**config.mk**
```make
export PLATFORM = sky130hd
export DESIGN_NAME = hcbp_dp
export DESIGN_NICKNAME = d
export VERILOG_FILES = /design/src/rtl/hcbp_pkg.sv /design/src/rtl/hcbp_dp.sv
export SDC_FILE = /design/constraint.sdc
export NUM_CORES = 1
export LEC_CHECK = 0
export ABC_AREA = 1
export BUFFER_PORTS_ARGS = -buffer_cell sky130_fd_sc_hd__buf_2
export CAP_MARGIN = 5
export CORE_UTILIZATION = 64
export DETAILED_ROUTE_END_ITERATION = 16
export MAX_ROUTING_LAYER = met4
export PLACE_DENSITY = 0.87
export SLEW_MARGIN = 40
export SYNTH_ARGS = -nofsm -noshare
export SYNTH_HDL_FRONTEND = slang
export SYNTH_SLANG_ARGS = --single-unit
```
**constraint.sdc**
```tcl
create_clock -name clk_i -period 5.8 [get_ports clk_i]
set_clock_uncertainty 0.1 [all_clocks]
set_input_delay 1.16 -clock clk_i [delete_from_list [all_inputs] [get_ports clk_i]]
set_output_delay 1.16 -clock clk_i [all_outputs]
set_load 0.005 [all_outputs]
```
**src/rtl/hcbp_pkg.sv**
```systemverilog
// Shared widths, function codes and control structs of the prefix-code bit packer.
`default_nettype none

package hcbp_pkg;

  // Field widths of one input item and one result item
  localparam int unsigned FUNC_W = 2;
  localparam int unsigned SYM_W  = 8;
  localparam int unsigned CODE_W = 32;
  localparam int unsigned LEN_W  = 6;
  localparam int unsigned BYTE_W = 8;
  localparam int unsigned HELD_W = 3;
  localparam int unsigned PAD_W  = 3;
  localparam int unsigned NEED_W = 4;

  // Packed stream widths
  localparam int unsigned IN_TDATA_W   = 48;
  localparam int unsigned OUT_TDATA_W  = 16;
  localparam int unsigned OUT_TUSER_W  = 2;

  // Parameter defaults
  localparam int unsigned MAX_CODE_LEN_DEF = 32;
  localparam int unsigned SYMBOL_COUNT_DEF = 256;

  // Function codes carried on the input tuser
  localparam logic [FUNC_W-1:0] FUNC_LOAD   = 2'd0;
  localparam logic [FUNC_W-1:0] FUNC_ENCODE = 2'd1;
  localparam logic [FUNC_W-1:0] FUNC_FLUSH  = 2'd2;

  // Commands from the controller
  typedef struct packed {
    logic tbl_load;    // write the code table entry of the input item
    logic tbl_read;    // read the code table entry of the input item
    logic pend_load;   // copy the table read data into the pending code
    logic pack_step;   // emit one byte or merge the leftover bits
    logic flush_emit;  // emit the padded partial byte
    logic miss_emit;   // emit the missing-code result
  } ctrl_cmd_t;

  // Status from the packing datapath
  typedef struct packed {
    logic slot_free;       // output register can take a result this cycle
    logic rem_ge_need;     // pending bits complete a byte
    logic rem_after_zero;  // no bits remain after this byte
  } dp_status_t;

endpackage

`default_nettype wire

```
**src/rtl/hcbp_dp.sv**
```systemverilog
// Packing datapath: pending code, byte accumulator and the output register.
`default_nettype none

module hcbp_dp (
  input  wire logic                         clk_i,
  input  wire logic                         rst_ni,
  input  wire hcbp_pkg::ctrl_cmd_t          cmd_i,
  input  wire logic [hcbp_pkg::CODE_W-1:0]  rd_code_i,
  input  wire logic [hcbp_pkg::LEN_W-1:0]   rd_len_i,
  output hcbp_pkg::dp_status_t              status_o,
  output logic                              out_valid_o,
  input  wire logic                         out_ready_i,
  output logic [hcbp_pkg::BYTE_W-1:0]       data_byte_o,
  output logic                              byte_present_o,
  output logic [hcbp_pkg::PAD_W-1:0]        pad_count_o,
  output logic                              missing_code_o,
  output logic                              last_of_run_o
);
  import hcbp_pkg::*;

  logic [CODE_W-1:0] pend_q, pend_d;
  logic [LEN_W-1:0]  rem_q, rem_d;
  logic [BYTE_W-1:0] acc_q, acc_d;
  logic [HELD_W-1:0] held_q, held_d;

  logic              out_valid_q, out_valid_d;
  logic [BYTE_W-1:0] out_byte_q, out_byte_d;
  logic              out_present_q, out_present_d;
  logic [PAD_W-1:0]  out_pad_q, out_pad_d;
  logic              out_miss_q, out_miss_d;
  logic              out_last_q, out_last_d;

  logic [NEED_W-1:0] need;
  logic [NEED_W-1:0] pad_w;
  logic [LEN_W-1:0]  rem_after;
  logic [BYTE_W-1:0] top8;
  logic [BYTE_W-1:0] full_byte;
  logic [BYTE_W-1:0] merged;
  logic              slot_free;
  logic              emit_byte;

  assign need      = NEED_W'(BYTE_W) - NEED_W'(held_q);
  assign pad_w     = NEED_W'(BYTE_W) - NEED_W'(held_q);
  assign rem_after = rem_q - LEN_W'(need);
  assign top8      = pend_q[CODE_W-1 -: BYTE_W];
  assign full_byte = BYTE_W'(acc_q << need) | (top8 >> held_q);
  assign merged    = BYTE_W'(acc_q << rem_q) | (top8 >> (NEED_W'(BYTE_W) - NEED_W'(rem_q)));
  assign slot_free = !out_valid_q || out_ready_i;

  assign status_o.slot_free      = slot_free;
  assign status_o.rem_ge_need    = rem_q >= LEN_W'(need);
  assign status_o.rem_after_zero = rem_after == '0;

  assign emit_byte = cmd_i.pack_step && status_o.rem_ge_need;

  // Advance the pending code and the accumulator
  always_comb begin
    pend_d = pend_q;
    rem_d  = rem_q;
    acc_d  = acc_q;
    held_d = held_q;
    if (cmd_i.pend_load) begin
      pend_d = rd_code_i;
      rem_d  = rd_len_i;
    end else if (emit_byte) begin
      pend_d = pend_q << need;
      rem_d  = rem_after;
      acc_d  = '0;
      held_d = '0;
    end else if (cmd_i.pack_step) begin
      // fewer bits than a byte needs: keep them in the accumulator
      acc_d  = merged;
      held_d = held_q + HELD_W'(rem_q);
      rem_d  = '0;
    end else if (cmd_i.flush_emit) begin
      acc_d  = '0;
      held_d = '0;
    end
  end

  // Load the output register, drop it once taken
  always_comb begin
    out_valid_d   = out_valid_q && !out_ready_i;
    out_byte_d    = out_byte_q;
    out_present_d = out_present_q;
    out_pad_d     = out_pad_q;
    out_miss_d    = out_miss_q;
    out_last_d    = out_last_q;
    if (emit_byte) begin
      out_valid_d   = 1'b1;
      out_byte_d    = full_byte;
      out_present_d = 1'b1;
      out_pad_d     = '0;
      out_miss_d    = 1'b0;
      out_last_d    = rem_after < LEN_W'(BYTE_W);
    end else if (cmd_i.flush_emit) begin
      out_valid_d   = 1'b1;
      out_present_d = held_q != '0;
      out_byte_d    = (held_q != '0) ? BYTE_W'(acc_q << pad_w) : '0;
      out_pad_d     = (held_q != '0) ? PAD_W'(pad_w) : '0;
      out_miss_d    = 1'b0;
      out_last_d    = 1'b1;
    end else if (cmd_i.miss_emit) begin
      out_valid_d   = 1'b1;
      out_byte_d    = '0;
      out_present_d = 1'b0;
      out_pad_d     = '0;
      out_miss_d    = 1'b1;
      out_last_d    = 1'b1;
    end
  end

  // Hold control and accumulator state
  always_ff @(posedge clk_i or negedge rst_ni) begin
    if (!rst_ni) begin
      rem_q       <= '0;
      acc_q       <= '0;
      held_q      <= '0;
      out_valid_q <= 1'b0;
    end else begin
      rem_q       <= rem_d;
      acc_q       <= acc_d;
      held_q      <= held_d;
      out_valid_q <= out_valid_d;
    end
  end

  // Hold payload
  always_ff @(posedge clk_i) begin
    pend_q        <= pend_d;
    out_byte_q    <= out_byte_d;
    out_present_q <= out_present_d;
    out_pad_q     <= out_pad_d;
    out_miss_q    <= out_miss_d;
    out_last_q    <= out_last_d;
  end

  assign out_valid_o    = out_valid_q;
  assign data_byte_o    = out_byte_q;
  assign byte_present_o = out_present_q;
  assign pad_count_o    = out_pad_q;
  assign missing_code_o = out_miss_q;
  assign last_of_run_o  = out_last_q;

`ifndef SYNTHESIS
  // A result is only written when the output register has room
  a_emit_has_slot: assert property (@(posedge clk_i) disable iff (!rst_ni)
    (emit_byte || cmd_i.flush_emit || cmd_i.miss_emit) |-> slot_free)
    else $error("result written into an occupied output register");

  // A flush leaves the accumulator empty
  a_flush_clears: assert property (@(posedge clk_i) disable iff (!rst_ni)
    cmd_i.flush_emit |=> (held_q == '0) && (acc_q == '0))
    else $error("accumulator not cleared by flush");

  // A merge never fills a whole byte
  a_merge_fits: assert property (@(posedge clk_i) disable iff (!rst_ni)
    (cmd_i.pack_step && !status_o.rem_ge_need) |-> (LEN_W'(held_q) + rem_q) < LEN_W'(BYTE_W))
    else $error("merge overflows the accumulator");
`endif

endmodule

`default_nettype wire

```
; Word-level counts from Yosys, hierarchy flattened
; Cells that the tools add are included.
[totals]
word_cells = 64
ff_bits = 64
output_inout_bits = 18
in_bits = 47
[classes]
n_addsub = 4
reduce_logical = 14
n_lt_le_gt_ge = 2
bitwise_logic = 3
muxes = 26
shift = 5
[op_table]
columns = operator, n
row1 = 2-to-1 mux 32 bit, 2
row2 = 2-to-1 mux 8 bit, 7
row3 = left shift 32 x 4 -> 32 bit, 1
row4 = 2-to-1 mux 3 bit, 6
row5 = 2-to-1 mux 6 bit, 3
row6 = OR 8 bit, 2
row7 = nonzero test 3 bit, 4
row8 = 2-to-1 mux 1 bit, 8
row9 = left shift 8 x 4 -> 8 bit, 1
row10 = left shift 8 x 6 -> 8 bit, 1
row11 = right shift 8 x 3 -> 8 bit, 1
row12 = right shift 8 x 4 -> 8 bit, 1
row13 = >= comparator 6 x 4 -> 1 bit, 1
row14 = zero test 6 bit, 1
row15 = "< comparator 6 x 4 -> 1 bit, second input constant", 1
row16 = subtractor 6 x 4 -> 6 bit, 1
row17 = nonzero test 2 bit, 2
row18 = "subtractor 4 x 3 -> 4 bit, first input constant", 1
row19 = "subtractor 4 bit, first input constant", 1
row20 = adder 3 bit, 1
row21 = logical AND 1 bit, 2
row22 = zero test 1 bit, 2
row23 = AND reduction 2 bit, 1
row24 = OR reduction 2 bit, 1
row25 = 2 further kinds, 2

; Logic depth before layout (Yosys ltp)
[depth]
ltp_word = 5
depth_mapped = 17
ltp_nobuf = 13

; Worst setup path before layout
; No wires, ideal clock.
[synth_path]
path_type = register -> output
startpoint = reg held_q[0]
endpoint = out status_o[0] (netlist name)
path_slack_ps = 2090
path_stages_with_launch = 17
path_buffers = 5
arrival_time_ps = 2450
required_ps = 4540
cell_sequence = dfrtp_1 > buf_4 > inv_4 > buf_2 > ha_1 > buf_2 > inv_1 > buf_2 > buf_2 > ha_1 > nand2_1 > nand3_1 > nand3_1 > nand3_1 > nand2_1 > nand3_1 > nor2_1
[synth_lines]
columns = item, line
row1 = start: declaration, hcbp_dp.sv:24  ; logic [HELD_W-1:0] held_q, held_d;
row2 = start signal: assignment, hcbp_dp.sv:123  ; held_q <= held_d;
row3 = end: declaration, hcbp_dp.sv:10  ; output hcbp_pkg::dp_status_t status_o,

==> impl_metrics.json <==
{
  "outcome": "completed",
  "hp-class": "register to register",
  "period_needed_ns": 4.34,
  "slew_headroom_pct": 49.6,
  "grt_pass1_wl_um": 23400,
  "ys_warn_count": 0,
  "crit_chain": "inv_2 > ha_1 > ha_1 > inv_1 > nand2_4 > o21bai_1 > inv_2 > nand2_1 > nand2_1 > nand2_1 > nand3_1 > nor2_1 > buf_2",
  "insertedDiodeCount": 0,
  "ctsHoldBuffers": 0,
  "cp.arrival_ns": 3.08,
  "fin_crit_sh_pct": 74.9,
  "fin_tns_setup_ns": 0,
  "dieWidth_um": 92.6,
  "cts_root_buf": "clkbuf_8",
  "critPathSlowestCell": "dfrtp_1",
  "slew_viol_final": 0,
  "clkTransAtPathRegs_ns": 0.07,
  "crit_top_cell": "nand2_1",
  "viasPerCell": 6.04,
  "drtIter0Drc": 551,
  "io-pin-count": 65,
  "die_h_um": 92.6,
  "worst_slew_pin_slew_ns": 0.756,
  "drc": 0,
  "clkLatencyLatePin_ns": 0.35,
  "numCtsBuffers": 9,
  "layout_commonest_cell": "nand2_1",
  "cp-start-kind": "register",
  "wirelength_um": 14200,
  "cts_resized": 0,
  "hold_viol": 0,
  "crit_path_max_fanout": 23,
  "setup_viol": 0,
  "ys_types": 39,
  "first_global_vias": 5076,
  "synthArstFlopShare_pct": 28.1,
  "antenna_found_initial": 0,
  "postLayoutCellArea_sq_um": 5650,
  "pre_cts_slack_ns": 1.88,
  "ant_nets": 0,
  "final_cells": 937,
  "post_dp_cell_area_sq_um": 5480,
  "fmax_mhz": 230,
  "mappedNetlistArea_sq_um": 5250,
  "ys_ff_latch": 64,
  "worst-path-buf-inv": 4,
  "nets": 886,
  "path_class": "register to output port",
  "place.port_buffers": 62,
  "dp_hpwl_um": 10300,
  "cts_setup_buffers": 0,
  "cts_sinks": 64,
  "drive_gt1_share_pct": 13.7,
  "end_kind": "output port",
  "rsz0062_at_grt": "false",
  "rows": 32,
  "drt-pass1-iter-count": 7,
  "synth_edf_count": 41,
  "vias": 5656,
  "dp_cells": 921,
  "globalRouteOverflowTotal": 0,
  "syn_nets": 851,
  "die_area_sq_um": 8570,
  "cts_max_level": 3,
  "postSynthAreaPerCell_sq_um": 6.61,
  "synth_top_flop_cell": "edfxtp_1",
  "max_stage_delay_ns": 0.57,
  "worst_slack_ns": 1.46,
  "critical-path-top-delay-family": "buffers and inverters",
  "syn_inst": 795,
  "max-cap-violations": 0,
  "wire_per_inst_um": 15.2,
  "track_usage_pct": 35.8,
  "gp_congestion": 0.954,
  "cp.required_ns": 4.54,
  "final_cell_mix": "nand2_1, nand3_1, o21ai_0",
  "area_growth_pct": 7.58,
  "initial_core_util_pct": 66.9,
  "ys_seq_area_share_pct": 33.9,
  "grt_max_degree": 55,
  "clockBufferDepth": 2,
  "cts_tree": "done",
  "core_sq_um": 7850
}
-- state kept, by name (all words and copies together) (netlist names) --
register        count
acc_q               8
rem_q               6
byte_present_o      1
missing_code_o      1
out_valid_o         1
data_byte_o         8
pad_count_o         3
last_of_run_o       1
held_q              3
pend_q             32
-- worst min-delay path, stage by stage, from the launching register on --
cell and delay [ns]:
dfxtp_1 0.32, a21oi_1 0.06, nand2_1 0.06
-- routing by layer --
layer	GRT usage, %	routed length [um]	up-vias
met5	-	0	-
met4	16.9	574	0
met3	4.52	1340	61
met2	59.9	6830	372
met1	43.1	5500	2501
li1	-	-	2722
-- Yosys cell counts (8+ instances only) --
cell	instances	area share, %
a21oi_1	20	1.9
a22oi_1	10	1.4
buf_2	17	1.6
buf_4	8	1.1
clkbuf_1	11	0.79
dfrtp_1	18	8.6
edfxtp_1	41	23
inv_1	39	2.8
nand2_1	311	22
nand3_1	133	13
nor2_1	47	3.4
o211ai_1	9	1.3
o21ai_0	63	6.0
-- layout make-up --
class / count / area (sq um)
clock buffers: 12 / 145
well taps: 102 / 128
flip-flops and latches: 64 / 1780
fillers: 701 / 2200
repair buffers: 67 / 348
multi-input cells: 641 / 3040
clock inverters: 4 / 22.5
inverters: 47 / 184
-- through the flow --
stage / hold WS, ns / utilization (%)
2_1_floorplan: 0.358 / -
3_3_place_gp: 0.348 / 69.8
3_5_place_dp: 0.351 / 69.8
4_1_cts: 0.369 / 71.9
5_1_grt: 0.393 / 72.0
6_report: 0.367 / 72.0
-- path summary, 6_finish.rpt --
check | start | end | slack (ns) | depth (start not counted)
max in group asynchronous | rst_ni | acc_q[1] | 4.64 | 1
min in group asynchronous | rst_ni | rem_q[4] | 0.64 | 1
max | held_q[1] | status_o[0] | 1.46 | 13
min reg2reg | byte_present_o | byte_present_o | 0.37 | 2
max reg2reg | held_q[1] | pend_q[9] | 2.42 | 11
min | byte_present_o | byte_present_o | 0.37 | 2
-- logic make-up after synthesis --
group	after synthesis	share of synthesized area (%)
simple gates	520	42.5
compound gates	107	11.5
buf+inv	90	8.27
flops	64	33.9
fa+ha+maj	9	2.43
xor+xnor	5	1.33
Power is left out: the tool's default activity adds up to more than one toggle a clock period on the data nets, which glitch-free logic cannot reach.
