$ cat src/rtl/hcbp_pkg.sv
// Shared widths, function codes and control structs of the prefix-code bit packer.
`default_nettype none

package hcbp_pkg;

  // Field widths of one input item and one result item
  localparam int unsigned FUNC_W = 2;
  localparam int unsigned SYM_W  = 8;
  localparam int unsigned CODE_W = 32;
  localparam int unsigned LEN_W  = 6;
  localparam int unsigned BYTE_W = 8;
  localparam int unsigned HELD_W = 3;
  localparam int unsigned PAD_W  = 3;
  localparam int unsigned NEED_W = 4;

  // Packed stream widths
  localparam int unsigned IN_TDATA_W   = 48;
  localparam int unsigned OUT_TDATA_W  = 16;
  localparam int unsigned OUT_TUSER_W  = 2;

  // Parameter defaults
  localparam int unsigned MAX_CODE_LEN_DEF = 32;
  localparam int unsigned SYMBOL_COUNT_DEF = 256;

  // Function codes carried on the input tuser
  localparam logic [FUNC_W-1:0] FUNC_LOAD   = 2'd0;
  localparam logic [FUNC_W-1:0] FUNC_ENCODE = 2'd1;
  localparam logic [FUNC_W-1:0] FUNC_FLUSH  = 2'd2;

  // Commands from the controller
  typedef struct packed {
    logic tbl_load;    // write the code table entry of the input item
    logic tbl_read;    // read the code table entry of the input item
    logic pend_load;   // copy the table read data into the pending code
    logic pack_step;   // emit one byte or merge the leftover bits
    logic flush_emit;  // emit the padded partial byte
    logic miss_emit;   // emit the missing-code result
  } ctrl_cmd_t;

  // Status from the packing datapath
  typedef struct packed {
    logic slot_free;       // output register can take a result this cycle
    logic rem_ge_need;     // pending bits complete a byte
    logic rem_after_zero;  // no bits remain after this byte
  } dp_status_t;

endpackage

`default_nettype wire

$ cat src/rtl/hcbp_ctrl.sv
// Controller: decodes each input item and sequences table load, lookup, byte emission, missing-code result and flush.
`default_nettype none

module hcbp_ctrl (
  input  wire logic                         clk_i,
  input  wire logic                         rst_ni,
  input  wire logic                         in_valid_i,
  output logic                              in_ready_o,
  input  wire logic [hcbp_pkg::FUNC_W-1:0]  func_i,
  input  wire logic                         hit_i,
  input  wire hcbp_pkg::dp_status_t         status_i,
  output hcbp_pkg::ctrl_cmd_t               cmd_o
);
  import hcbp_pkg::*;

  typedef enum logic [2:0] {
    S_IDLE,
    S_LOAD,
    S_PACK,
    S_FLUSH,
    S_MISS
  } state_e;

  state_e state_q, state_d;
  logic   ready_q, ready_d;
  logic   accept;

  assign accept     = in_valid_i && ready_q;
  assign in_ready_o = ready_q;

  // Next state and commands
  always_comb begin
    state_d = state_q;
    ready_d = ready_q;
    cmd_o   = '0;
    unique case (state_q)
      S_IDLE: begin
        if (accept) begin
          unique case (func_i)
            FUNC_LOAD: begin
              cmd_o.tbl_load = 1'b1;
            end
            FUNC_ENCODE: begin
              ready_d = 1'b0;
              if (hit_i) begin
                cmd_o.tbl_read = 1'b1;
                state_d        = S_LOAD;
              end else begin
                state_d = S_MISS;
              end
            end
            FUNC_FLUSH: begin
              ready_d = 1'b0;
              state_d = S_FLUSH;
            end
            default: ;
          endcase
        end
      end
      S_LOAD: begin
        cmd_o.pend_load = 1'b1;
        state_d         = S_PACK;
      end
      S_PACK: begin
        if (status_i.rem_ge_need) begin
          if (status_i.slot_free) begin
            cmd_o.pack_step = 1'b1;
            if (status_i.rem_after_zero) begin
              state_d = S_IDLE;
              ready_d = 1'b1;
            end
          end
        end else begin
          cmd_o.pack_step = 1'b1;
          state_d         = S_IDLE;
          ready_d         = 1'b1;
        end
      end
      S_FLUSH: begin
        if (status_i.slot_free) begin
          cmd_o.flush_emit = 1'b1;
          state_d          = S_IDLE;
          ready_d          = 1'b1;
        end
      end
      S_MISS: begin
        if (status_i.slot_free) begin
          cmd_o.miss_emit = 1'b1;
          state_d         = S_IDLE;
          ready_d         = 1'b1;
        end
      end
      default: begin
        state_d = S_IDLE;
        ready_d = 1'b1;
      end
    endcase
  end

  // Hold state and the registered ready
  always_ff @(posedge clk_i or negedge rst_ni) begin
    if (!rst_ni) begin
      state_q <= S_IDLE;
      ready_q <= 1'b1;
    end else begin
      state_q <= state_d;
      ready_q <= ready_d;
    end
  end

endmodule

`default_nettype wire

$ cat config.mk
export PLATFORM = sky130hd
export DESIGN_NAME = hcbp_ctrl
export DESIGN_NICKNAME = d
export VERILOG_FILES = /design/src/rtl/hcbp_pkg.sv /design/src/rtl/hcbp_ctrl.sv
export SDC_FILE = /design/constraint.sdc
export NUM_CORES = 1
export LEC_CHECK = 0
export CORE_AREA = 5 5 42 44
export CTS_CLUSTER_SIZE = 14
export DETAILED_ROUTE_END_ITERATION = 10
export DIE_AREA = 0 0 47 49
export DONT_BUFFER_PORTS = 1
export SLEW_MARGIN = 20
export SYNTH_ARGS = -nofsm -noshare
export SYNTH_HDL_FRONTEND = slang
export SYNTH_SLANG_ARGS = --single-unit
export TNS_END_PERCENT = 20
$ cat constraint.sdc
create_clock -name clk_i -period 1.4 [get_ports clk_i]
set_clock_uncertainty 0.05 [all_clocks]
set_input_delay 0.21 -clock clk_i [delete_from_list [all_inputs] [get_ports clk_i]]
set_output_delay 0.21 -clock clk_i [all_outputs]
set_load 0.1 [all_outputs]
* Word level (Yosys, flattened, before mapping)
Cells that the tools add are included.
** Word-level totals
- RAM bits :: 0
- Word-level logic and storage cells :: 48
- Memory bits (read-only) :: 0
- Bits in latches :: 0
- Input port bits :: 9
- Memories :: 0
- Bits in registers :: 4
- Output and inout bits :: 7
** Operators by class
- Bitwise gates (word level) :: 1
- Equal/unequal tests :: 12
- Div/mod/pow operators :: 0
- Add/sub/neg operators :: 0
- Shift-type cells :: 0
- Reduce and logical (&&, ||, !) cells :: 7
- $mul :: 0
- Muxes and demuxes :: 26
- $lt $le $gt $ge :: 0
** Operators with widths (count)
- two-way mux 3 bit :: 6
- two-way mux 1 bit :: 15
- one-hot mux 3 bit (4 select lines) :: 1
- equality test 3 x 2 -> 1 bit (second input constant) :: 2
- inequality test 3 bit (second input constant) :: 2
- one-hot mux 3 bit (2 select lines) :: 1
- AND reduction 6 bit :: 1
- AND reduction 5 bit :: 1
- two-way mux 2 bit :: 2
- inequality test 2 bit (second input constant) :: 2
- one-hot mux 1 bit (4 select lines) :: 1
- OR reduction 2 bit :: 2
- equality test 3 x 1 -> 1 bit (second input constant) :: 1
- equality test 3 bit (second input constant) :: 1
- logical NOT 3 bit :: 1
- inequality test 3 x 1 -> 1 bit (second input constant) :: 1
- equality test 2 x 1 -> 1 bit (second input constant) :: 1
- equality test 2 bit (second input constant) :: 1
- logical NOT 2 bit :: 1
- inequality test 2 x 1 -> 1 bit (second input constant) :: 1
- logical AND 1 bit :: 1
- inverter 1 bit :: 1

* Logic depth before layout (Yosys ltp)
Gate-level depths: netlist (run 1).
- Depth in word-level cells :: 5
- Gate-level depth with buffers :: 6
- Depth with buffers taken out :: 6

* Least setup slack after synthesis (run 1)
OpenSTA, ideal clock, no wires.
- Path kind :: register -> output
- From :: reg state_q[2]
- To :: out cmd_o[2] in the netlist's numbering
- Path buffers :: 0
- Data required time :: 1.140 ns
- Data arrival time :: 2.663 ns
- Stages on the path, launching flop included :: 3
- Slack :: -1.523 ns
- Cell sequence :: dfrtp_1 > nand2b_1 > nor3_1
** RTL lines
- start: declaration :: RTL line hcbp_ctrl.sv:24 : state_e state_q, state_d;
- start signal: assignment :: RTL line hcbp_ctrl.sv:106 : state_q <= state_d;
- end: declaration :: RTL line hcbp_ctrl.sv:12 : output hcbp_pkg::ctrl_cmd_t cmd_o

==> run summary, run 1 <==
part of the power in registers -> 0.152
internal power -> 0.000852 W
initial DRC count -> 4
top cell type's share of synthesized area -> 0.218
critical path data arrival time -> 1450 ps
remaining global-route overflow -> 0
number of clock sinks seen by CTS -> 4
clock root buffer -> clkbuf_4
die boundary width -> 47 um
DRC violations left -> 0
Avg Synthesized Cell Area -> 8.39 um2
via count -> 401
share of cell area taken by muxes after synthesis -> 0.0618
Yosys reg bits -> 4
Tightest Hold Check Type -> in2reg
Max Cap Violations -> 0
full die area -> 2300 um2
setup slack after placement -> -155 ps
vias in the first global route -> 424
Top-Level Pins -> 16
minimum setup slack in the final design -> -306 ps
share of final-layout standard cells stronger than drive strength 1 -> 0.621
power density of the placed cells -> 2310 nW/um2
RD Place Congestion -> 0.855
Layout Nets -> 79
wire length reported by the detailed router -> 1.09 mm
Clock H-tree levels -> 1
largest area contributor in the netlist -> dfrtp_1
buffer levels on the longest clock path -> 2
number of placement rows -> 14
slew at the pin closest to its max-slew limit -> 327 ps
Vias/cell -> 4.89
Clk network pwr share -> 0.095
endpoints failing setup -> 8
area overhead of the layout relative to synthesis -> 111%
largest cells by area after synthesis -> dfrtp_1, ha_1, dfstp_2
outcome -> finished, violations left
total chip power -> 0.00168 W
Net Count, Synth -> 53
TritonCTS clock tree -> built
adder and majority gate portion of the synthesized area -> 0.109
post-route clock period utilization -> 1.22
first-pass GRT wire length -> 1.80 mm
critical path startpoint category -> flip-flop
clock slew at the register clock pins of the worst setup and hold paths -> 50 ps
die boundary height -> 49 um
number of distinct standard cells referenced by the synthesized netlist -> 22
combined area of all synthesized cells -> 344 um2
Cells after Synth -> 41
Psw -> 0.000828 W
maximum achievable frequency -> 586 MHz
logic gate share of total power -> 0.753
dominant combinational cell family by area after synthesis -> simple AND/OR/NAND/NOR gates
GRT Total Usage -> 0.109
number of antenna violations at the first check in global routing -> 0
number of antenna repair diodes -> 0
Warnings, synthesis -> 0
Core Box Area -> 1400 um2
worst max-slew margin expressed relative to the limit -> 0.780
sw frac -> 0.493
post-synthesis compound-gate area fraction -> 0.164
setup repair after global routing missed its margin -> true
kind of critical path -> reg2out
length of the first detailed-routing pass in iterations -> 2
Worst VDD drop -> 938 uV
Seq/Total Area, Yosys -> 0.295
Simple-Gate Fraction of Synth Area -> 0.338
xor/xnor cell area share of the yosys netlist -> 0
Hold Fails Final Rpt -> 0
maximum fanout count along the critical path -> 3
number of buffers inserted during clock tree synthesis -> 3
# fillers -> 135
Initial Util -> 0.246
post-route antenna net violation count -> 0
latest clock arrival within the worst-skew pair -> 240 ps
final critical-path required period -> 1710 ps
maximum number of pins on one net before global-route repair -> 7
critical path required time -> 1140 ps
violations in the final reports -> negative setup slack
sort of element at the end of the critical path -> output port
number of max-slew violations in the final report -> 0
number of port buffers -> 0
half-perimeter wire length of the detailed placement result -> 817 um
leak pwr -> 0.310 nW
routed wire length per instance -> 13.3 um
-- flip-flops by register name, summed over array words and instances (netlist names) --
| name | cells |
|---|---|
| in_ready_o | 1 |
| state_q | 3 |
-- through the flow --
stage,util,hold slack [ps],instance area [um2],TNS [ps],cells
global route,0.519,175,727,-2040,82
global placement,0.430,-135,603,-288,72
detailed placement,0.430,-135,603,-456,72
finish,0.519,153,727,-1500,82
CTS,0.484,149,678,-1610,78
floorplan,-,-136,408,-1190,41
-- worst paths after layout --
kind | cells past startpoint | start | slack, ps | to
setup / recovery | 4 | state_q[0]$_DFFE_PN0P_ | -310 | cmd_o[4]
hold / removal | 3 | in_valid_i | 150 | in_ready_o$_DFFE_PN1P_
setup reg to reg | 5 | state_q[2]$_DFFE_PN0P_ | -170 | state_q[2]$_DFFE_PN0P_
hold reg to reg | 3 | state_q[0]$_DFFE_PN0P_ | 730 | in_ready_o$_DFFE_PN1P_
max in group asynchronous | 1 | rst_ni | 890 | in_ready_o$_DFFE_PN1P_
min in group asynchronous | 1 | rst_ni | 180 | state_q[0]$_DFFE_PN0P_
-- cells in the final DEF (no fill, tap or decap), types with 2 or more instances in the layout --
cell	n
and3_4	2
buf_12	5
buf_4	12
buf_6	3
clkbuf_4	3
dfrtp_2	3
ha_1	3
inv_1	3
nand2_1	4
nand3_1	2
nor2_1	2
nor3_4	4
o21ai_0	2
-- layer usage --
metal  vias up  track usage  part of all wire
li1        199            -                 -
met1       185        0.132              0.39
met2        13        0.149              0.51
met3         4       0.0295             0.070
met4         0       0.0968             0.028
met5         -            0                 0
-- cell usage after synthesis --
cell type	instances
o21ai_1	1
dfstp_2	1
o311ai_2	1
nor2b_1	1
o31ai_1	1
nand3_1	2
nand2b_1	1
mux2i_1	1
nor3b_1	2
nand2_1	4
o21ai_2	1
and2_1	1
nor2_1	4
ha_1	3
dfrtp_1	3
a22o_1	1
mux2_1	1
nor3_1	4
and3_1	2
nor4bb_1	1
o21ai_0	2
inv_1	3
-- power by group through the flow --
stage | clock network, W | registers (W) | logic (W)
2_1_floorplan | 0 | 0.000390 | 0.000568
3_3_place_gp | 0 | 0.000237 | 0.00110
3_5_place_dp | 0 | 0.000235 | 0.00111
4_1_cts | 0.000162 | 0.000257 | 0.00118
5_1_grt | 0.000174 | 0.000262 | 0.00134
6_report | 0.000160 | 0.000255 | 0.00126
-- critical path, stage by stage (launching register included) --
cell,delay [ps]
dfrtp_2,420
nor3_4,210
and3_4,220
and3_4,190
buf_12,170
-- cell type report --
type	instances	area (um2)	share of cell area
Sequential cell	4	109	0.150
Inverter	3	11.3	0.0155
Clock buffer	4	26.3	0.0361
Timing Repair Buffer	21	234	0.322
Multi-Input combinational cell	34	327	0.449
Tap cell	16	20.0	0.0275
-- kinds of logic (layout without fill, tap and decap cells) --
kind of cell,after synthesis,in the layout
adders and majority gates,3,3
muxes,2,2
DFF,4,4
AOI/OAI and AO/OA,7,7
and+or+nand+nor,22,22
buffers and inverters,3,28
-- timing repair --
item	in CTS	in global routing
resized for setup	6	4
hold endpoints to repair	4	0
hold buffers	1	0
setup endpoints to repair	10	10
setup buffers	1	4
pin swaps	3	3
Power figures use the tool's default switching activity.
==> run 2, diff against run 1 <==
SKIP_LAST_GASP = 1   (was unset)
==> run 2 against run 1 <==
- the flow still finishes with violations (negative setup slack)
- power fell by 3.9%
- clock power hardly changed
- worst setup slack lost 2.0 ps
- worst hold slack got worse by 1.2 ps
- combinational power fell by 5%
- flip-flop and latch count is the same
- non-clock buffer count is 1 lower
- largest power group unchanged
==> run summary, run 2 (synthesis gave the netlist of run 1 again) <==
outcome -> finished, violations left
violations in the final reports -> negative setup slack
sort of element at the end of the critical path -> output port
critical path required time -> 1140 ps
number of placement rows -> 14
Biggest register -> state_q
vias in the first global route -> 416
latest clock arrival within the worst-skew pair -> 240 ps
utilization of the core after routing -> 0.492
share of final-layout standard cells stronger than drive strength 1 -> 0.569
leak pwr -> 0.296 nW
remaining global-route overflow -> 0
RD Place Congestion -> 0.855
Layout Nets -> 78
maximum achievable frequency -> 585 MHz
length of the first detailed-routing pass in iterations -> 4
critical path startpoint category -> flip-flop
# fillers -> 144
clock slew at the register clock pins of the worst setup and hold paths -> 40 ps
number of port buffers -> 0
routed wire length per instance -> 13.0 um
maximum fanout count along the critical path -> 3
DRC violations left -> 0
initial DRC count -> 4
Max Cap Violations -> 0
multi-input combinational cell area -> 304 um2
Hold Fails Final Rpt -> 0
first-pass GRT wire length -> 1.76 mm
setup repair after global routing missed its margin -> true
half-perimeter wire length of the detailed placement result -> 817 um
slew at the pin closest to its max-slew limit -> 330 ps
TritonCTS clock tree -> built
full die area -> 2300 um2
Initial Util -> 0.246
power density of the placed cells -> 2340 nW/um2
die boundary width -> 47 um
minimum setup slack in the final design -> -308 ps
number of antenna repair diodes -> 0
Top-Level Pins -> 16
maximum number of pins on one net before global-route repair -> 7
final critical-path required period -> 1710 ps
critical path data arrival time -> 1450 ps
post-route clock period utilization -> 1.22
number of max-slew violations in the final report -> 0
post-route antenna net violation count -> 0
minimum hold slack -> 152 ps
Tightest Hold Check Type -> in2reg
buffer levels on the longest clock path -> 2
Worst VDD drop -> 919 uV
number of buffers inserted during clock tree synthesis -> 3
flip-flop count of the largest register after layout -> 3
area overhead of the layout relative to synthesis -> 100%
Clock H-tree levels -> 1
wire length reported by the detailed router -> 1.05 mm
commonest non-fill, non-tap cell in the layout -> buf_4
commonest cells after routing, fill and taps aside -> buf_4, buf_12, nor3_4, nand2_1
total chip power -> 0.00161 W
clock root buffer -> clkbuf_4
Vias/cell -> 4.95
number of clock sinks seen by CTS -> 4
endpoints failing setup -> 9
worst max-slew margin expressed relative to the limit -> 0.777
via count -> 401
GRT Total Usage -> 0.107
number of antenna violations at the first check in global routing -> 0
kind of critical path -> reg2out
Core Box Area -> 1400 um2
die boundary height -> 49 um
area used by sequential logic in the layout -> 109 um2
run 2: repair_timing:
item	4_1_cts	5_1_grt
setup buffers	1	3
endpoints found under the setup margin	10	11
gates resized for setup	3	1
hold endpoints to repair	4	0
cloned	0	0
hold buffers	1	0
pin swaps	3	1
run 2: metal layers:
metal  vias to the layer above  GRT usage  part of all wire
met1                       182      0.134              0.40
li1                        199          -                 -
met4                         0     0.0968             0.032
met3                         4     0.0258             0.076
met2                        16      0.143              0.49
met5                         -          0                 0
run 2: worst max-delay path, cell delays in order, from the launching register on:
cell     delay, ps
dfrtp_2        420
nor3_4         210
and3_4         220
and3_4         190
buf_12         170
run 2: per-stage QoR:
| step | setup WS [ps] | std cells | cell area, um2 | TNS [ps] |
|---|---|---|---|---|
| 4_1_cts | -299 | 78 | 663 | -1670 |
| 2_1_floorplan | -274 | 41 | 408 | -1190 |
| 5_1_grt | -374 | 81 | 689 | -2120 |
| 3_5_place_dp | -155 | 72 | 603 | -456 |
| 3_3_place_gp | -105 | 72 | 603 | -288 |
| 6_report | -308 | 81 | 689 | -1460 |
run 2: cell type report:
cell class,instances,area share
Sequential cell,4,0.158
Tap cell,16,0.0290
Inverter,3,0.0163
Multi-Input combinational cell,34,0.441
Clock buffer,4,0.0381
Timing Repair Buffer,20,0.318
run 2: power breakdown:
part	leakage [nW]	total, W	internal (W)	switching (W)
Combinational	0.234	0.00120	0.000513	0.000690
Clock	0.0150	0.000158	0.000107	0.0000511
Sequential	0.0466	0.000253	0.000191	0.0000617
run 2: path summary, 6_finish.rpt:
check / slack (ps) / start / end / cells after the start
worst min register to register: 730 / state_q[0]$_DFFE_PN0P_ / in_ready_o$_DFFE_PN1P_ / 3
worst min-delay path: 150 / in_valid_i / in_ready_o$_DFFE_PN1P_ / 3
min in group asynchronous: 180 / rst_ni / state_q[0]$_DFFE_PN0P_ / 1
worst max register to register: -150 / state_q[1]$_DFFE_PN0P_ / state_q[2]$_DFFE_PN0P_ / 5
worst max-delay path: -310 / state_q[0]$_DFFE_PN0P_ / cmd_o[4] / 4
max in group asynchronous: 880 / rst_ni / in_ready_o$_DFFE_PN1P_ / 1
==> run 3, diff against run 2 <==
CORE_AREA = 2 2 39 41   (was 5 5 42 44)
DIE_AREA = 0 0 41 43   (was 0 0 47 49)
==> run 3 against run 2 <==
- the flow still finishes with violations (negative setup slack)
- critical path depth unchanged
- clock power grew 6%
- worst setup slack improved by 11 ps
- via count is 1.2% lower
- power up 0.90%
- clock-buffer cell count unchanged
- critical endpoint unchanged
==> run summary, run 3 (synthesis gave the netlist of run 1 again) <==
Placed Area -> 588 um2
ordered list of cells on the worst path -> nor3_4, and3_4, and3_4, buf_12
die boundary width -> 41 um
latest clock arrival within the worst-skew pair -> 240 ps
kind of critical path -> reg2out
number of antenna repair diodes -> 0
minimum setup slack in the final design -> -298 ps
maximum number of pins on one net before global-route repair -> 8
Biggest register -> state_q
utilization of the core after routing -> 0.479
initial DRC count -> 7
remaining global-route overflow -> 0
critical path startpoint category -> flip-flop
logic gate share of total power -> 0.743
via count -> 396
flip-flop count of the largest register after layout -> 3
die boundary height -> 43 um
clock slew at the register clock pins of the worst setup and hold paths -> 50 ps
power density of the placed cells -> 2460 nW/um2
RD Place Congestion -> 0.791
half-perimeter wire length of the detailed placement result -> 799 um
maximum achievable frequency -> 589 MHz
endpoints failing setup -> 10
Clock H-tree levels -> 1
Core Box Area -> 1380 um2
clock root buffer -> clkbuf_4
DRC violations left -> 0
full die area -> 1760 um2
slowest cell delay on critical path -> 430 ps
Vias/cell -> 5.08
buffer levels on the longest clock path -> 2
number of clock sinks seen by CTS -> 4
leak pwr -> 0.278 nW
Layout Nets -> 75
Initial Util -> 0.249
total chip power -> 0.00163 W
outcome -> finished, violations left
sort of element at the end of the critical path -> output port
post-route clock period utilization -> 1.21
wire length reported by the detailed router -> 1.03 mm
sw frac -> 0.504
number of antenna violations at the first check in global routing -> 0
Clk network pwr share -> 0.103
Most common cell on crit path -> and3_4
number of port buffers -> 0
Crit path max-delay family -> simple AND/OR/NAND/NOR gates
Top-Level Pins -> 16
first-pass GRT wire length -> 1.65 mm
maximum fanout count along the critical path -> 4
length of the first detailed-routing pass in iterations -> 4
critical path required time -> 1140 ps
GRT Total Usage -> 0.142
part of the power in registers -> 0.155
vias in the first global route -> 368
count of buffer and inverter cells on the critical path -> 1
Final Instance Area -> 663 um2
Max Cap Violations -> 0
worst max-slew margin expressed relative to the limit -> 0.763
violations in the final reports -> negative setup slack
minimum hold slack -> 138 ps
setup slack after placement -> -165 ps
number of buffers inserted during clock tree synthesis -> 3
TritonCTS clock tree -> built
post-route antenna net violation count -> 0
area overhead of the layout relative to synthesis -> 92.7%
standard cell with the maximum stage delay on the critical path -> dfrtp_2
critical path data arrival time -> 1440 ps
routed wire length per instance -> 13.2 um
commonest non-fill, non-tap cell in the layout -> buf_4
Tightest Hold Check Type -> in2reg
internal power -> 0.000808 W
# fillers -> 126
number of placement rows -> 14
Worst VDD drop -> 853 uV
share of final-layout standard cells stronger than drive strength 1 -> 0.548
commonest cells after routing, fill and taps aside -> buf_4, buf_12, nor3_4, nand2_1
final critical-path required period -> 1700 ps
Hold Fails Final Rpt -> 0
setup repair after global routing missed its margin -> true
number of max-slew violations in the final report -> 0
slew at the pin closest to its max-slew limit -> 351 ps
Psw -> 0.000821 W
==> run 3: final timing paths <==
path	from	end	slack (ps)	depth (start not counted)
worst min-delay path	in_valid_i	in_ready_o$_DFFE_PN1P_	140	3
worst max-delay path	state_q[1]$_DFFE_PN0P_	cmd_o[4]	-300	4
min in group asynchronous	rst_ni	state_q[2]$_DFFE_PN0P_	180	1
max in group asynchronous	rst_ni	in_ready_o$_DFFE_PN1P_	890	1
worst max register to register	state_q[2]$_DFFE_PN0P_	state_q[2]$_DFFE_PN0P_	-180	4
worst min register to register	state_q[2]$_DFFE_PN0P_	state_q[2]$_DFFE_PN0P_	580	1
==> run 3: what timing repair did <==
action | 4_1_cts | 5_1_grt
buffers inserted | 2 | 1
resized for setup | 3 | 0
setup endpoints to repair | 9 | 11
hold buffers | 1 | 0
hold endpoints to repair | 4 | 0
pin swaps | 3 | 3
==> run 3: through the flow <==
step / setup TNS (ps) / instances
after floorplan: -1190 / 41
after global placement: -324 / 70
after detailed placement: -517 / 70
after CTS: -1690 / 77
after global routing: -2370 / 78
final: -1690 / 78
==> run 3: worst register-to-register path: stages, from the launching register on <==
cell and delay, ps:
dfrtp_2 460, nor4bb_1 390, o21ai_2 100, o311ai_2 100, mux2_1 360
==> run 3: cell type report <==
class / instances / area [um2] / area share
clock buffer: 4 / 26.3 / 0.0396
inverter: 3 / 11.3 / 0.0170
timing repair buffer: 17 / 193 / 0.291
sequential: 4 / 109 / 0.164
tap: 16 / 20.0 / 0.0302
multi-input combinational: 34 / 304 / 0.458
==> run 3: power by group through the flow <==
stage	Clock, W	Sequential (W)	Combinational, W
final	0.000167	0.000252	0.00121
after global routing	0.000175	0.000261	0.00127
after CTS	0.000169	0.000252	0.00117
after detailed placement	0	0.000237	0.00108
after global placement	0	0.000240	0.00106
after floorplan	0	0.000390	0.000568
==> run 3: metal layers <==
layer,part of all wire,global-route usage,vias up
li1,-,-,192
met1,0.38,0.178,182
met2,0.51,0.206,20
met3,0.10,0.0576,2
met4,0.0097,0.0600,0
met5,0,0,-
